<file path="src/sv/sabp_pkg.sv">
// ----------------------------------------------------------------------------
// sabp_pkg : shared types and helpers for the straight-alpha blend unit
// Item layout, config struct, register index codes and the divide-by-255.
// ----------------------------------------------------------------------------
`default_nettype none

package sabp_pkg;

    localparam int unsigned PIXEL_W     = 32;
    localparam int unsigned CHAN_W      = 8;
    localparam int unsigned CFG_IDX_W   = 8;
    localparam int unsigned CFG_DATA_W  = 8;
    localparam int unsigned QUEUE_DEPTH = 4;

    localparam logic [CHAN_W-1:0] ALPHA_FULL = 8'hFF;

    // Configuration register indexes
    typedef enum logic [CFG_IDX_W-1:0] {
        CFG_GLOBAL_ALPHA     = 8'd0,
        CFG_SOURCE_HAS_ALPHA = 8'd1,
        CFG_DEST_HAS_ALPHA   = 8'd2
    } t_cfg_reg;

    typedef struct packed {
        logic [CHAN_W-1:0] global_alpha;
        logic              source_has_alpha;
        logic              dest_has_alpha;
    } t_cfg;

    // What the back end has to do with an item
    typedef enum logic [1:0] {
        KIND_ZERO  = 2'd0,  // keep destination, no write
        KIND_FULL  = 2'd1,  // copy source word
        KIND_BLEND = 2'd2   // per-channel mix
    } t_kind;

    typedef struct packed {
        t_kind              kind;
        logic [CHAN_W-1:0]  alpha;
        logic [PIXEL_W-1:0] src;
        logic [PIXEL_W-1:0] dst;
    } t_item;

    // Exact floor(x/255) for x up to 255*255
    function automatic logic [CHAN_W-1:0] div255(input logic [15:0] x);
        logic [16:0] t;
        t = {1'b0, x} + 17'd1 + {9'd0, x[15:8]};
        return t[15:8];
    endfunction

endpackage

`default_nettype wire

</file>
<file path="src/sv/straight_alpha_blend_pixel_unit.sv">
// ----------------------------------------------------------------------------
// straight_alpha_blend_pixel_unit : ARGB8888 straight-alpha 'over' blender
// Front end resolves alpha and classifies, a short queue decouples it from
// the two-stage back end that mixes channels and holds the output register.
// ----------------------------------------------------------------------------
//
//  channel | signals                                     | direction
//  --------+---------------------------------------------+----------
//  in      | i_in_valid, o_in_stall, i_source_pixel,     | into block
//          | i_dest_pixel                                |
//  out     | o_out_valid, i_out_stall, o_blended_pixel,  | out of block
//          | o_write_enable                              |
//  cfg     | i_cfg_valid, o_cfg_ready, i_cfg_index,      | into block
//          | i_cfg_data                                  |
//
//  One item per clock sustained while i_out_stall stays low. When the queue
//  is empty, an accepted item is written into the queue, then loaded into
//  the sum stage, then into the output stage, which drives o_out_valid.
//  Synchronous active-low reset empties queue and pipeline and loads the
//  registers with global_alpha 255, source alpha on, destination alpha off.
//  o_in_stall rises only when the queue is full; the queue absorbs up to
//  P_QUEUE_DEPTH items while the output is stalled. Config writes are always taken (ready tied).
// ----------------------------------------------------------------------------
`default_nettype none

module straight_alpha_blend_pixel_unit #(
    parameter int unsigned P_QUEUE_DEPTH = sabp_pkg::QUEUE_DEPTH
) (
    input  wire                             i_clk,
    input  wire                             i_rst_n,
    // input items
    input  wire                             i_in_valid,
    output logic                            o_in_stall,
    input  wire [sabp_pkg::PIXEL_W-1:0]     i_source_pixel,
    input  wire [sabp_pkg::PIXEL_W-1:0]     i_dest_pixel,
    // result items
    output logic                            o_out_valid,
    input  wire                             i_out_stall,
    output logic [sabp_pkg::PIXEL_W-1:0]    o_blended_pixel,
    output logic                            o_write_enable,
    // configuration writes
    input  wire                             i_cfg_valid,
    output logic                            o_cfg_ready,
    input  wire [sabp_pkg::CFG_IDX_W-1:0]   i_cfg_index,
    input  wire [sabp_pkg::CFG_DATA_W-1:0]  i_cfg_data
);

    // register file
    sabp_pkg::t_cfg  r_cfg, n_cfg;

    // front to queue, queue to back
    sabp_pkg::t_item front_item, head_item;
    logic            push, pop, q_full, q_nonempty;

    assign o_cfg_ready = 1'b1;

    // Unknown indexes fall through and leave the registers alone
    always_comb begin
        n_cfg = r_cfg;
        if (i_cfg_valid && o_cfg_ready) begin
            unique case (i_cfg_index)
                sabp_pkg::CFG_GLOBAL_ALPHA:     n_cfg.global_alpha     = i_cfg_data;
                sabp_pkg::CFG_SOURCE_HAS_ALPHA: n_cfg.source_has_alpha = i_cfg_data[0];
                sabp_pkg::CFG_DEST_HAS_ALPHA:   n_cfg.dest_has_alpha   = i_cfg_data[0];
                default:                        n_cfg = r_cfg;
            endcase
        end
    end

    always_ff @(posedge i_clk) begin
        if (!i_rst_n) begin
            r_cfg.global_alpha     <= sabp_pkg::ALPHA_FULL;
            r_cfg.source_has_alpha <= 1'b1;
            r_cfg.dest_has_alpha   <= 1'b0;
        end else begin
            r_cfg <= n_cfg;
        end
    end

    // Front: alpha resolve and classification, straight into the queue
    sabp_front u_front (
        .i_cfg          (r_cfg),
        .i_valid        (i_in_valid),
        .i_source_pixel (i_source_pixel),
        .i_dest_pixel   (i_dest_pixel),
        .i_full         (q_full),
        .o_push         (push),
        .o_item         (front_item)
    );

    // Stall comes from the registered queue count only
    assign o_in_stall = q_full;

    sabp_queue #(
        .DEPTH (P_QUEUE_DEPTH)
    ) u_queue (
        .i_clk      (i_clk),
        .i_rst_n    (i_rst_n),
        .i_push     (push),
        .i_item     (front_item),
        .i_pop      (pop),
        .o_full     (q_full),
        .o_nonempty (q_nonempty),
        .o_item     (head_item)
    );

    // Back: weighted sums, divide by 255, output register
    sabp_back u_back (
        .i_clk            (i_clk),
        .i_rst_n          (i_rst_n),
        .i_dest_has_alpha (r_cfg.dest_has_alpha),
        .i_nonempty       (q_nonempty),
        .i_item           (head_item),
        .o_pop            (pop),
        .o_valid          (o_out_valid),
        .i_stall          (i_out_stall),
        .o_blended_pixel  (o_blended_pixel),
        .o_write_enable   (o_write_enable)
    );

    a_push_on_accept: assert property (@(posedge i_clk) disable iff (!i_rst_n)
        push == (i_in_valid && !o_in_stall))
        else $error("queue push out of step with input accept");

endmodule

`default_nettype wire

</file>
<file path="src/sv/sabp_front.sv">
// ----------------------------------------------------------------------------
// sabp_front : alpha resolve and item classification
// Forms the effective alpha and tags each item for the back end.
// ----------------------------------------------------------------------------
`default_nettype none

module sabp_front (
    input  wire sabp_pkg::t_cfg                     i_cfg,
    input  wire                                     i_valid,
    input  wire [sabp_pkg::PIXEL_W-1:0]             i_source_pixel,
    input  wire [sabp_pkg::PIXEL_W-1:0]             i_dest_pixel,
    input  wire                                     i_full,
    output logic                                    o_push,
    output sabp_pkg::t_item                         o_item
);

    logic [sabp_pkg::CHAN_W-1:0] src_a;
    logic [15:0]                 scaled;
    logic [sabp_pkg::CHAN_W-1:0] eff_a;

    always_comb begin
        src_a  = i_cfg.source_has_alpha ? i_source_pixel[31:24] : sabp_pkg::ALPHA_FULL;
        scaled = 16'(src_a) * 16'(i_cfg.global_alpha);
        if (i_cfg.global_alpha != sabp_pkg::ALPHA_FULL) begin
            eff_a = sabp_pkg::div255(scaled);
        end else begin
            eff_a = src_a;
        end
    end

    always_comb begin
        o_item.alpha = eff_a;
        o_item.src   = i_source_pixel;
        o_item.dst   = i_dest_pixel;
        if (eff_a == '0) begin
            o_item.kind = sabp_pkg::KIND_ZERO;
        end else if (eff_a == sabp_pkg::ALPHA_FULL) begin
            o_item.kind = sabp_pkg::KIND_FULL;
        end else begin
            o_item.kind = sabp_pkg::KIND_BLEND;
        end
    end

    assign o_push = i_valid && !i_full;

endmodule

`default_nettype wire

</file>
<file path="src/sv/sabp_queue.sv">
// ----------------------------------------------------------------------------
// sabp_queue : short item queue between front and back end
// Register-based FIFO, full flag taken from a registered count.
// ----------------------------------------------------------------------------
`default_nettype none

module sabp_queue #(
    parameter int unsigned DEPTH = sabp_pkg::QUEUE_DEPTH
) (
    input  wire              i_clk,
    input  wire              i_rst_n,
    input  wire              i_push,
    input  wire sabp_pkg::t_item i_item,
    input  wire              i_pop,
    output logic             o_full,
    output logic             o_nonempty,
    output sabp_pkg::t_item  o_item
);

    localparam int unsigned PTR_W = (DEPTH > 1) ? $clog2(DEPTH) : 1;
    localparam int unsigned CNT_W = $clog2(DEPTH + 1);
    localparam logic [PTR_W-1:0] LAST_PTR = PTR_W'(DEPTH - 1);
    localparam logic [CNT_W-1:0] FULL_CNT = CNT_W'(DEPTH);

    sabp_pkg::t_item r_mem [DEPTH];
    logic [PTR_W-1:0] r_wr_ptr, n_wr_ptr;
    logic [PTR_W-1:0] r_rd_ptr, n_rd_ptr;
    logic [CNT_W-1:0] r_count,  n_count;

    assign o_full     = (r_count == FULL_CNT);
    assign o_nonempty = (r_count != '0);
    assign o_item     = r_mem[r_rd_ptr];

    always_comb begin
        n_wr_ptr = r_wr_ptr;
        n_rd_ptr = r_rd_ptr;
        n_count  = r_count;
        if (i_push) begin
            n_wr_ptr = (r_wr_ptr == LAST_PTR) ? '0 : r_wr_ptr + 1'b1;
        end
        if (i_pop) begin
            n_rd_ptr = (r_rd_ptr == LAST_PTR) ? '0 : r_rd_ptr + 1'b1;
        end
        if (i_push && !i_pop) begin
            n_count = r_count + 1'b1;
        end else if (!i_push && i_pop) begin
            n_count = r_count - 1'b1;
        end
    end

    always_ff @(posedge i_clk) begin
        if (!i_rst_n) begin
            r_wr_ptr <= '0;
            r_rd_ptr <= '0;
            r_count  <= '0;
        end else begin
            r_wr_ptr <= n_wr_ptr;
            r_rd_ptr <= n_rd_ptr;
            r_count  <= n_count;
        end
    end

    always_ff @(posedge i_clk) begin
        if (i_push) begin
            r_mem[r_wr_ptr] <= i_item;
        end
    end

    a_no_overflow: assert property (@(posedge i_clk) disable iff (!i_rst_n)
        !(i_push && o_full && !i_pop))
        else $error("push into full queue");
    a_no_underflow: assert property (@(posedge i_clk) disable iff (!i_rst_n)
        !(i_pop && !o_nonempty))
        else $error("pop from empty queue");
    a_count_bound: assert property (@(posedge i_clk) disable iff (!i_rst_n)
        r_count <= FULL_CNT)
        else $error("queue count beyond depth");

endmodule

`default_nettype wire

</file>
<file path="src/sv/sabp_back.sv">
// ----------------------------------------------------------------------------
// sabp_back : two-stage blend pipeline with output register
// Stage 1 forms the weighted sums, stage 2 divides by 255 and packs.
// ----------------------------------------------------------------------------
`default_nettype none

module sabp_back (
    input  wire                          i_clk,
    input  wire                          i_rst_n,
    input  wire                          i_dest_has_alpha,
    input  wire                          i_nonempty,
    input  wire sabp_pkg::t_item         i_item,
    output logic                         o_pop,
    output logic                         o_valid,
    input  wire                          i_stall,
    output logic [sabp_pkg::PIXEL_W-1:0] o_blended_pixel,
    output logic                         o_write_enable
);

    localparam int unsigned NCH = 3;

    logic en1, en2;

    // stage 1
    logic                         r_v1;
    sabp_pkg::t_kind              r_kind1;
    logic [sabp_pkg::PIXEL_W-1:0] r_src1, r_dst1;
    logic [sabp_pkg::CHAN_W-1:0]  r_alpha1;
    logic [15:0]                  r_sum1 [NCH];
    logic [15:0]                  r_asum1;
    logic [15:0]                  n_sum1 [NCH];
    logic [15:0]                  n_asum1;
    logic [sabp_pkg::CHAN_W-1:0]  inv_a;

    // stage 2 / output register
    logic                         r_v2;
    logic [sabp_pkg::PIXEL_W-1:0] r_pixel2, n_pixel2;
    logic                         r_we2, n_we2;

    assign en2   = !r_v2 || !i_stall;
    assign en1   = !r_v1 || en2;
    assign o_pop = i_nonempty && en1;

    always_comb begin
        logic [16:0] acc;
        inv_a = sabp_pkg::ALPHA_FULL - i_item.alpha;
        for (int c = 0; c < NCH; c++) begin
            acc = 17'(16'(i_item.src[c*8 +: 8]) * 16'(i_item.alpha))
                + 17'(16'(i_item.dst[c*8 +: 8]) * 16'(inv_a));
            n_sum1[c] = acc[15:0];
        end
        n_asum1 = 16'(i_item.dst[31:24]) * 16'(inv_a);
    end

    always_comb begin
        logic [sabp_pkg::CHAN_W-1:0] na;
        na       = r_alpha1 + sabp_pkg::div255(r_asum1);
        n_pixel2 = r_src1;
        n_we2    = 1'b1;
        unique case (r_kind1)
            sabp_pkg::KIND_ZERO: begin
                n_pixel2 = r_dst1;
                n_we2    = 1'b0;
            end
            sabp_pkg::KIND_FULL: begin
                n_pixel2 = r_src1;
            end
            sabp_pkg::KIND_BLEND: begin
                for (int c = 0; c < NCH; c++) begin
                    n_pixel2[c*8 +: 8] = sabp_pkg::div255(r_sum1[c]);
                end
                n_pixel2[31:24] = i_dest_has_alpha ? na : 8'h00;
            end
            default: begin
                n_pixel2 = r_src1;
            end
        endcase
    end

    always_ff @(posedge i_clk) begin
        if (!i_rst_n) begin
            r_v1 <= 1'b0;
            r_v2 <= 1'b0;
        end else begin
            if (en1) begin
                r_v1 <= o_pop;
            end
            if (en2) begin
                r_v2 <= r_v1;
            end
        end
    end

    always_ff @(posedge i_clk) begin
        if (o_pop) begin
            r_kind1  <= i_item.kind;
            r_src1   <= i_item.src;
            r_dst1   <= i_item.dst;
            r_alpha1 <= i_item.alpha;
            r_sum1   <= n_sum1;
            r_asum1  <= n_asum1;
        end
        if (en2 && r_v1) begin
            r_pixel2 <= n_pixel2;
            r_we2    <= n_we2;
        end
    end

    assign o_valid         = r_v2;
    assign o_blended_pixel = r_pixel2;
    assign o_write_enable  = r_we2;

    a_stage1_holds: assert property (@(posedge i_clk) disable iff (!i_rst_n)
        (r_v1 && !en1) |=> r_v1)
        else $error("stage 1 item lost under stall");
    a_pop_needs_room: assert property (@(posedge i_clk) disable iff (!i_rst_n)
        o_pop |-> (!r_v1 || !r_v2 || !i_stall))
        else $error("pop while pipeline blocked");

endmodule

`default_nettype wire
</file>
<file path="config.mk">
export PLATFORM = sky130hd
export DESIGN_NAME = straight_alpha_blend_pixel_unit
export DESIGN_NICKNAME = d
export VERILOG_FILES = /design/src/sv/sabp_pkg.sv /design/src/sv/straight_alpha_blend_pixel_unit.sv /design/src/sv/sabp_front.sv /design/src/sv/sabp_queue.sv /design/src/sv/sabp_back.sv
export SDC_FILE = /design/constraint.sdc
export NUM_CORES = 2
export LEC_CHECK = 0
export ABC_AREA = 1
export BUFFER_PORTS_ARGS = -buffer_cell sky130_fd_sc_hd__buf_2
export CAP_MARGIN = 10
export CELL_PAD_IN_SITES_DETAIL_PLACEMENT = 2
export CELL_PAD_IN_SITES_GLOBAL_PLACEMENT = 2
export CORE_MARGIN = 5
export CORE_UTILIZATION = 46
export DETAILED_ROUTE_END_ITERATION = 10
export GPL_TIMING_DRIVEN = 0
export PLACE_DENSITY_LB_ADDON = 0.1
export SLEW_MARGIN = 20
export SYNTH_ARGS = -nofsm -noshare
export SYNTH_HDL_FRONTEND = slang
export SYNTH_SLANG_ARGS = --single-unit
</file>
<file path="constraint.sdc">
create_clock -name i_clk -period 12.08 [get_ports i_clk]
set_input_delay 0.604 -clock i_clk [delete_from_list [all_inputs] [get_ports i_clk]]
set_output_delay 0.604 -clock i_clk [all_outputs]
set_load 0.05 [all_outputs]
</file>
# Word-level counts from Yosys, hierarchy flattened
# Memories as Yosys holds them, arrays and structs flattened. A register that Yosys moved wholly into a read port is not among the register bits.
# Index checks and enable logic that the tools add are counted.
# W data, S select, Z words.
# word_totals
regBits	190
ram_bits	296
n_memories	1
input_bits	85
out_inout_bits	36
elab_cells	90
# classes
n_mul	8
n_addsub	19
mux	15
n_eq_ne	8
reduce_logical	21
# memory_table
memory	depth	word_bits	rd	rd_ports_with_merged_regs	wr	line	source
u_queue.r_mem	4	74	1	1	1	sabp_queue.sv:25	sabp_pkg::t_item r_mem [DEPTH];
# op_table
op	n
$mul A8 B8 Y16	8
$add A16 B1 Y16 const B	5
$add A16 B8 Y16	5
$pmux W32 S2	1
$add A16 B16 Y16	3
$mux W8	3
$logic_not A8 Y1	2
$mux W2	6
$add A8 B8 Y8	1
$eq A8 B1 Y1 const B	1
$eq A8 B2 Y1 const B	1
$eq A8 B8 Y1 const B	1
$ne A8 B8 Y1 const B	1
$sub A8 B8 Y8 const A	1
$eq A2 B2 Y1 const B	3
$logic_not A1 Y1	6
$mux W3	2
$reduce_and A2 Y1	3
$logic_and A1 B1 Y1	5
$add A2 B1 Y2 const B	2
$add A3 B1 Y3 const B	1
$eq A3 B3 Y1 const B	1
$mux W1	3
$reduce_bool A3 Y1	1
4 further kinds	5

# Depth between registers and ports, before layout
# logic_depth
depth_word	8
mapped_depth	39
ltp_nobuf	39

# By module
# From an unflattened synthesis, not the netlist that was laid out.
# unflattened
hier_cells	3977
area_unflattened_um2	38064.0
# by_module_without_submodules
module	n_inst	cells_per_inst	seq_area_each_um2	area_each_um2
sabp_back	1	2597	5175.0	22745.6
sabp_queue	1	776	9068.7	11418.5
sabp_front	1	540	0.0	3409.5
straight_alpha_blend_pixel_unit	1	64	200.2	490.5

# Worst setup path after synthesis
# No wires, ideal clock.
# synth_path
kind	reg-to-reg
from	reg with a tool-made name
to	reg u_back.r_sum1[15] (netlist name), data pin
path_buffers	2
path_slack_ns	5.513
required_time_ns	11.820
setup_time_ns	0.260
arrival_time_ns	6.307
stages_incl_launch_ff	29
synth_period_minus_slack_ns	6.567
cell_sequence	dfxtp_1 -> inv_1 -> clkbuf_1 -> clkbuf_1 -> nand2_1 -> a32oi_1 -> nand2_1 -> fa_1 -> fa_1 -> inv_1 -> fa_1 -> fa_1 -> inv_1 -> fa_1 -> fa_1 -> inv_1 -> ha_1 -> a21oi_1 -> inv_1 -> a31oi_1 -> o21ai_0 -> nand2_1 -> nand2_1 -> a21oi_1 -> o21ai_0 -> a21oi_1 -> nor2_1 -> nor2_1 -> xor2_1
# synth_lines
item	line	source
end signal: assignment	sabp_back.sv:100	r_sum1 <= n_sum1;
end: declaration	sabp_back.sv:29	logic [15:0] r_sum1 [NCH];

==> results <==
- The routed via count divided by cell count is 5.81.
- The via count is 28189.
- The data arrival time at the worst-slack endpoint is 9.85 ns.
- The number of max-slew violations in the final report came to 0.
- The biggest area contributor in the post-synthesis netlist is sky130_fd_sc_hd__edfxtp_1.
- The number of DRC markers in iteration 0 is 2217.
- The number of failing hold endpoints at the final stage is 0.
- Counting flops and latches in the post-synthesis netlist gives 488.
- The aggregate negative setup slack is 0 ns.
- Measured against the total synthesized area, the mux share comes to 0.
- For this run, the leading register cell type out of synthesis is sky130_fd_sc_hd__edfxtp_1.
- The nature of the critical path startpoint is a register.
- The XOR/XNOR share of the synthesized area is 0.0182.
- Along the worst hold path, the cell count comes to 1.
- The antenna diode count is 0.
- For this run, global-route usage on met3 was measured as 0.0614.
- Of the post-synthesis cell area, the dominant cell type holds 0.390.
- The level count of the clock H-tree is 2.
- In this run the register-to-register setup slack is 2.67 ns.
- At the worst endpoint, the required time is 12.53 ns.
- The global routing stage identified its most utilized layer as met2.
- The fraction of synthesis flops using an asynchronous set or reset pin is 0.
- For the worst-skew pair, the clock arrives at the later sink with an insertion delay of 0.67 ns.
- For this run, design rule violations remaining after detail routing come to 0.
- Yosys mapped a number of flops with a built-in enable equal to 467.
- The cell at the root of the clock tree is sky130_fd_sc_hd__clkbuf_16.
- The count of mapped cells out of synthesis is 3532.
- The met2 capacity usage during global routing is 0.607.
- The largest family of logic cells by synthesized area is adder cells.
- Sorting the synthesized cells by area gives the leading types as sky130_fd_sc_hd__edfxtp_1 39%, sky130_fd_sc_hd__fa_1 20%, sky130_fd_sc_hd__ha_1 11%.
- The die outline area is 0.0839 sq mm.
- The worst setup path is captured at a register.
- Of the cells placed in the final design, the portion with a size suffix greater than 1 is 0.0795.
- For met1 alone, demand over resource in global routing was 0.406.
- The chip height is 290 um.
- Entering global routing, the biggest net connects 90 pins.
- In this design, the critical path's most frequently occurring cell is sky130_fd_sc_hd__fa_1.
- The clock slew seen by the registers of the worst setup and hold paths is 0.06 ns.
- The wire length reported by the detailed router is 142000 um.
- The core outline area is 0.0775 sq mm.
- The leading cell type by number of instances after synthesis is sky130_fd_sc_hd__inv_1.
- The number of antenna violations at the first check in global routing is 3.
- The transition time at the pin with the least slew margin is 1.33 ns.
- Hold repair after CTS inserted 0 buffers.
- The basic-gate share of the synthesized area counting and, or, nand and nor cells is 0.130.
- Setup violations remaining at the end of the flow were counted as 0.
- The number of max-capacitance violations reported is 0.
- Counting the fill cells in the layout gives 7928.
- The initial utilization of the core area, before any placement, comes to 0.464.
- Post-CTS timing repair inserted 0 buffers for setup.
- Of the synthesized area, sequential elements account for 0.402.
- Once layout is done, the placed cells without fillers occupy 0.0404 sq mm.
- The congestion estimate from routability-driven global placement came to 0.919.
- The buffer levels on the longest clock path is 3.
- Setup repair after global routing left no endpoint under its margin.
- The total clock sinks is 488.
- The average cell area after synthesis is 10.2 sq um.
- In the global route stage, overall resource usage came out at 0.339.
- The critical hold path startpoint is i_source_pixel[10].
- The x dimension of the die is 290 um.
- Input and output buffers added on the ports amount to 119.
- The routed length per instance is 29.3 um.
- The via count of the first global-routing pass is 32985.
- The TritonCTS buffer count is 55.
- The largest stage delay on the critical path is 1.04 ns.
- The area of the mapped netlist is 0.0360 sq mm.
- After layout, the minimum clock period comes to 9.41 ns.
- Measured in cells, the most critical reg-to-reg path has a length of 28.
- In this run, post-CTS repair resized a total of 0 instances.
- The number of detailed-route iterations in the first pass is 6.
- The slowest stage of the critical path belongs to the cell sky130_fd_sc_hd__clkbuf_1.
- The clock tree from TritonCTS is yes.
- The final global-route overflow total is 0.
- The clock skew after layout is 0.0553 ns.
- The post-synthesis compound-gate area fraction is 0.0624.
- 121 I/O pins were placed.
- Sorting the synthesized cells by how often they occur yields 649 x sky130_fd_sc_hd__inv_1, 614 x sky130_fd_sc_hd__nand2_1, 467 x sky130_fd_sc_hd__edfxtp_1, 431 x sky130_fd_sc_hd__nor2_1, 362 x sky130_fd_sc_hd__fa_1.
- The endpoint of the worst register-to-register path is u_back.r_sum1[15].
- The area overhead of the layout relative to synthesis is 12.3%.
- The fmax is 106 MHz.
- The final cycle utilization of the critical path is 0.779.
- The endpoint with the worst hold slack is u_queue.r_mem[3][42].
- The number of warning messages in the yosys log is 0.
- The adder and majority cell fraction of the synthesized area is 0.308.
- The post-place instance area is 0.0385 sq mm.
- The placed wire-length estimate after detailed placement is 107000 um.
- The cell row count is 102.
- The normalized max-slew margin is 0.114.
- The net total in the final layout is 4515.
- The first global-routing pass estimated 210000 um of wire.
- The synthesized netlist contains 51 unique library cells.
- The path class of the tightest hold or removal check is input port to register.
- The number of antenna-violating nets in the routed design is 0.
- The highest net fanout along the worst path is 10.
- The setup path with the least slack is of type register to register.
- The run finished with clean final reports.
## flip-flops by register name, indices dropped and copies added (netlist names), 2 cells and up, named ones only
register / count
u_back.r_asum1: 16
u_queue.r_rd_ptr: 2
u_queue.r_wr_ptr: 2
u_back.r_kind1: 2
u_back.r_alpha1: 8
r_cfg: 10
u_back.r_dst1: 32
u_back.o_blended_pixel: 32
u_queue.r_count: 3
u_back.r_sum1: 48
u_back.r_src1: 32
u_queue.r_mem: 296
## area by class of cell
class                      count  area, sq um  area share
buffer                        99          379     0.00939
clock buffer                  69         1430      0.0354
clock inverter                34          327     0.00809
inverter                     661         2490      0.0616
multi-input combinational   2286        18800       0.465
sequential                   488        14400       0.358
tap                         1040         1300      0.0322
timing repair buffer         172         1250      0.0311
## worst max-delay path by stage
stage             start                 to  cells past startpoint
2_1_floorplan  register  u_back.r_sum1[15]                     28
3_3_place_gp   register  u_back.r_sum1[31]                     26
3_5_place_dp   register  u_back.r_sum1[15]                     28
4_1_cts        register  u_back.r_sum1[15]                     27
5_1_grt        register  u_back.r_sum1[15]                     28
6_report       register  u_back.r_sum1[15]                     28
## stage by stage
stage | hold WS, ns | setup slack [ns] | std cells | util
after floorplan | 0.451 | 5.51 | 3534 | -
final | 0.173 | 2.67 | 4849 | 0.521
after CTS | 0.148 | 2.85 | 4838 | 0.520
after detailed placement | 0.493 | 3.03 | 4735 | 0.498
after global placement | 0.461 | 3.25 | 4693 | 0.489
after global routing | 0.161 | 2.58 | 4849 | 0.521
## placed cells by master (no fill, tap or decap), drive strengths merged, types with 51 or more instances in the layout
master | netlist | final
inv | 655 | 659
nand2 | 631 | 631
edfxtp | 467 | 467
nor2 | 437 | 437
fa | 362 | 362
ha | 305 | 305
buf | 12 | 180
clkbuf | 87 | 160
a21oi | 155 | 155
nand3 | 77 | 77
o21ai | 70 | 70
a32oi | 64 | 64
xor2 | 51 | 51
## cells by family after synthesis
| logic type | count (synthesis) |
|---|---|
| AO/OA/AOI/OAI | 363 |
| XOR/XNOR | 73 |
| adder cells (fa/ha/maj) | 667 |
| buffers and inverters | 760 |
| flip-flops | 488 |
| other | 2 |
| AND/OR/NAND/NOR | 1179 |
## worst max-delay path: cells and delay by family (launching register included)
family	cells	cell delay, ns
DFF	1	0.41
AOI/OAI and AO/OA	7	2.23
xor gates and xnor gates	1	0.34
and+or+nand+nor	6	0.69
buffers and inverters	7	2.06
adders and majority gates	7	3.48
## layer usage
layer | part of all wire | vias up | wire [um]
met5 | 0.00024 | - | 34
met4 | 0.047 | 4 | 6730
met3 | 0.066 | 367 | 9340
met2 | 0.51 | 1152 | 71800
met1 | 0.38 | 14811 | 54000
li1 | - | 11855 | -
Power is left out: the tool's default activity adds up to more than one toggle a clock period on the data nets, which glitch-free logic cannot reach.
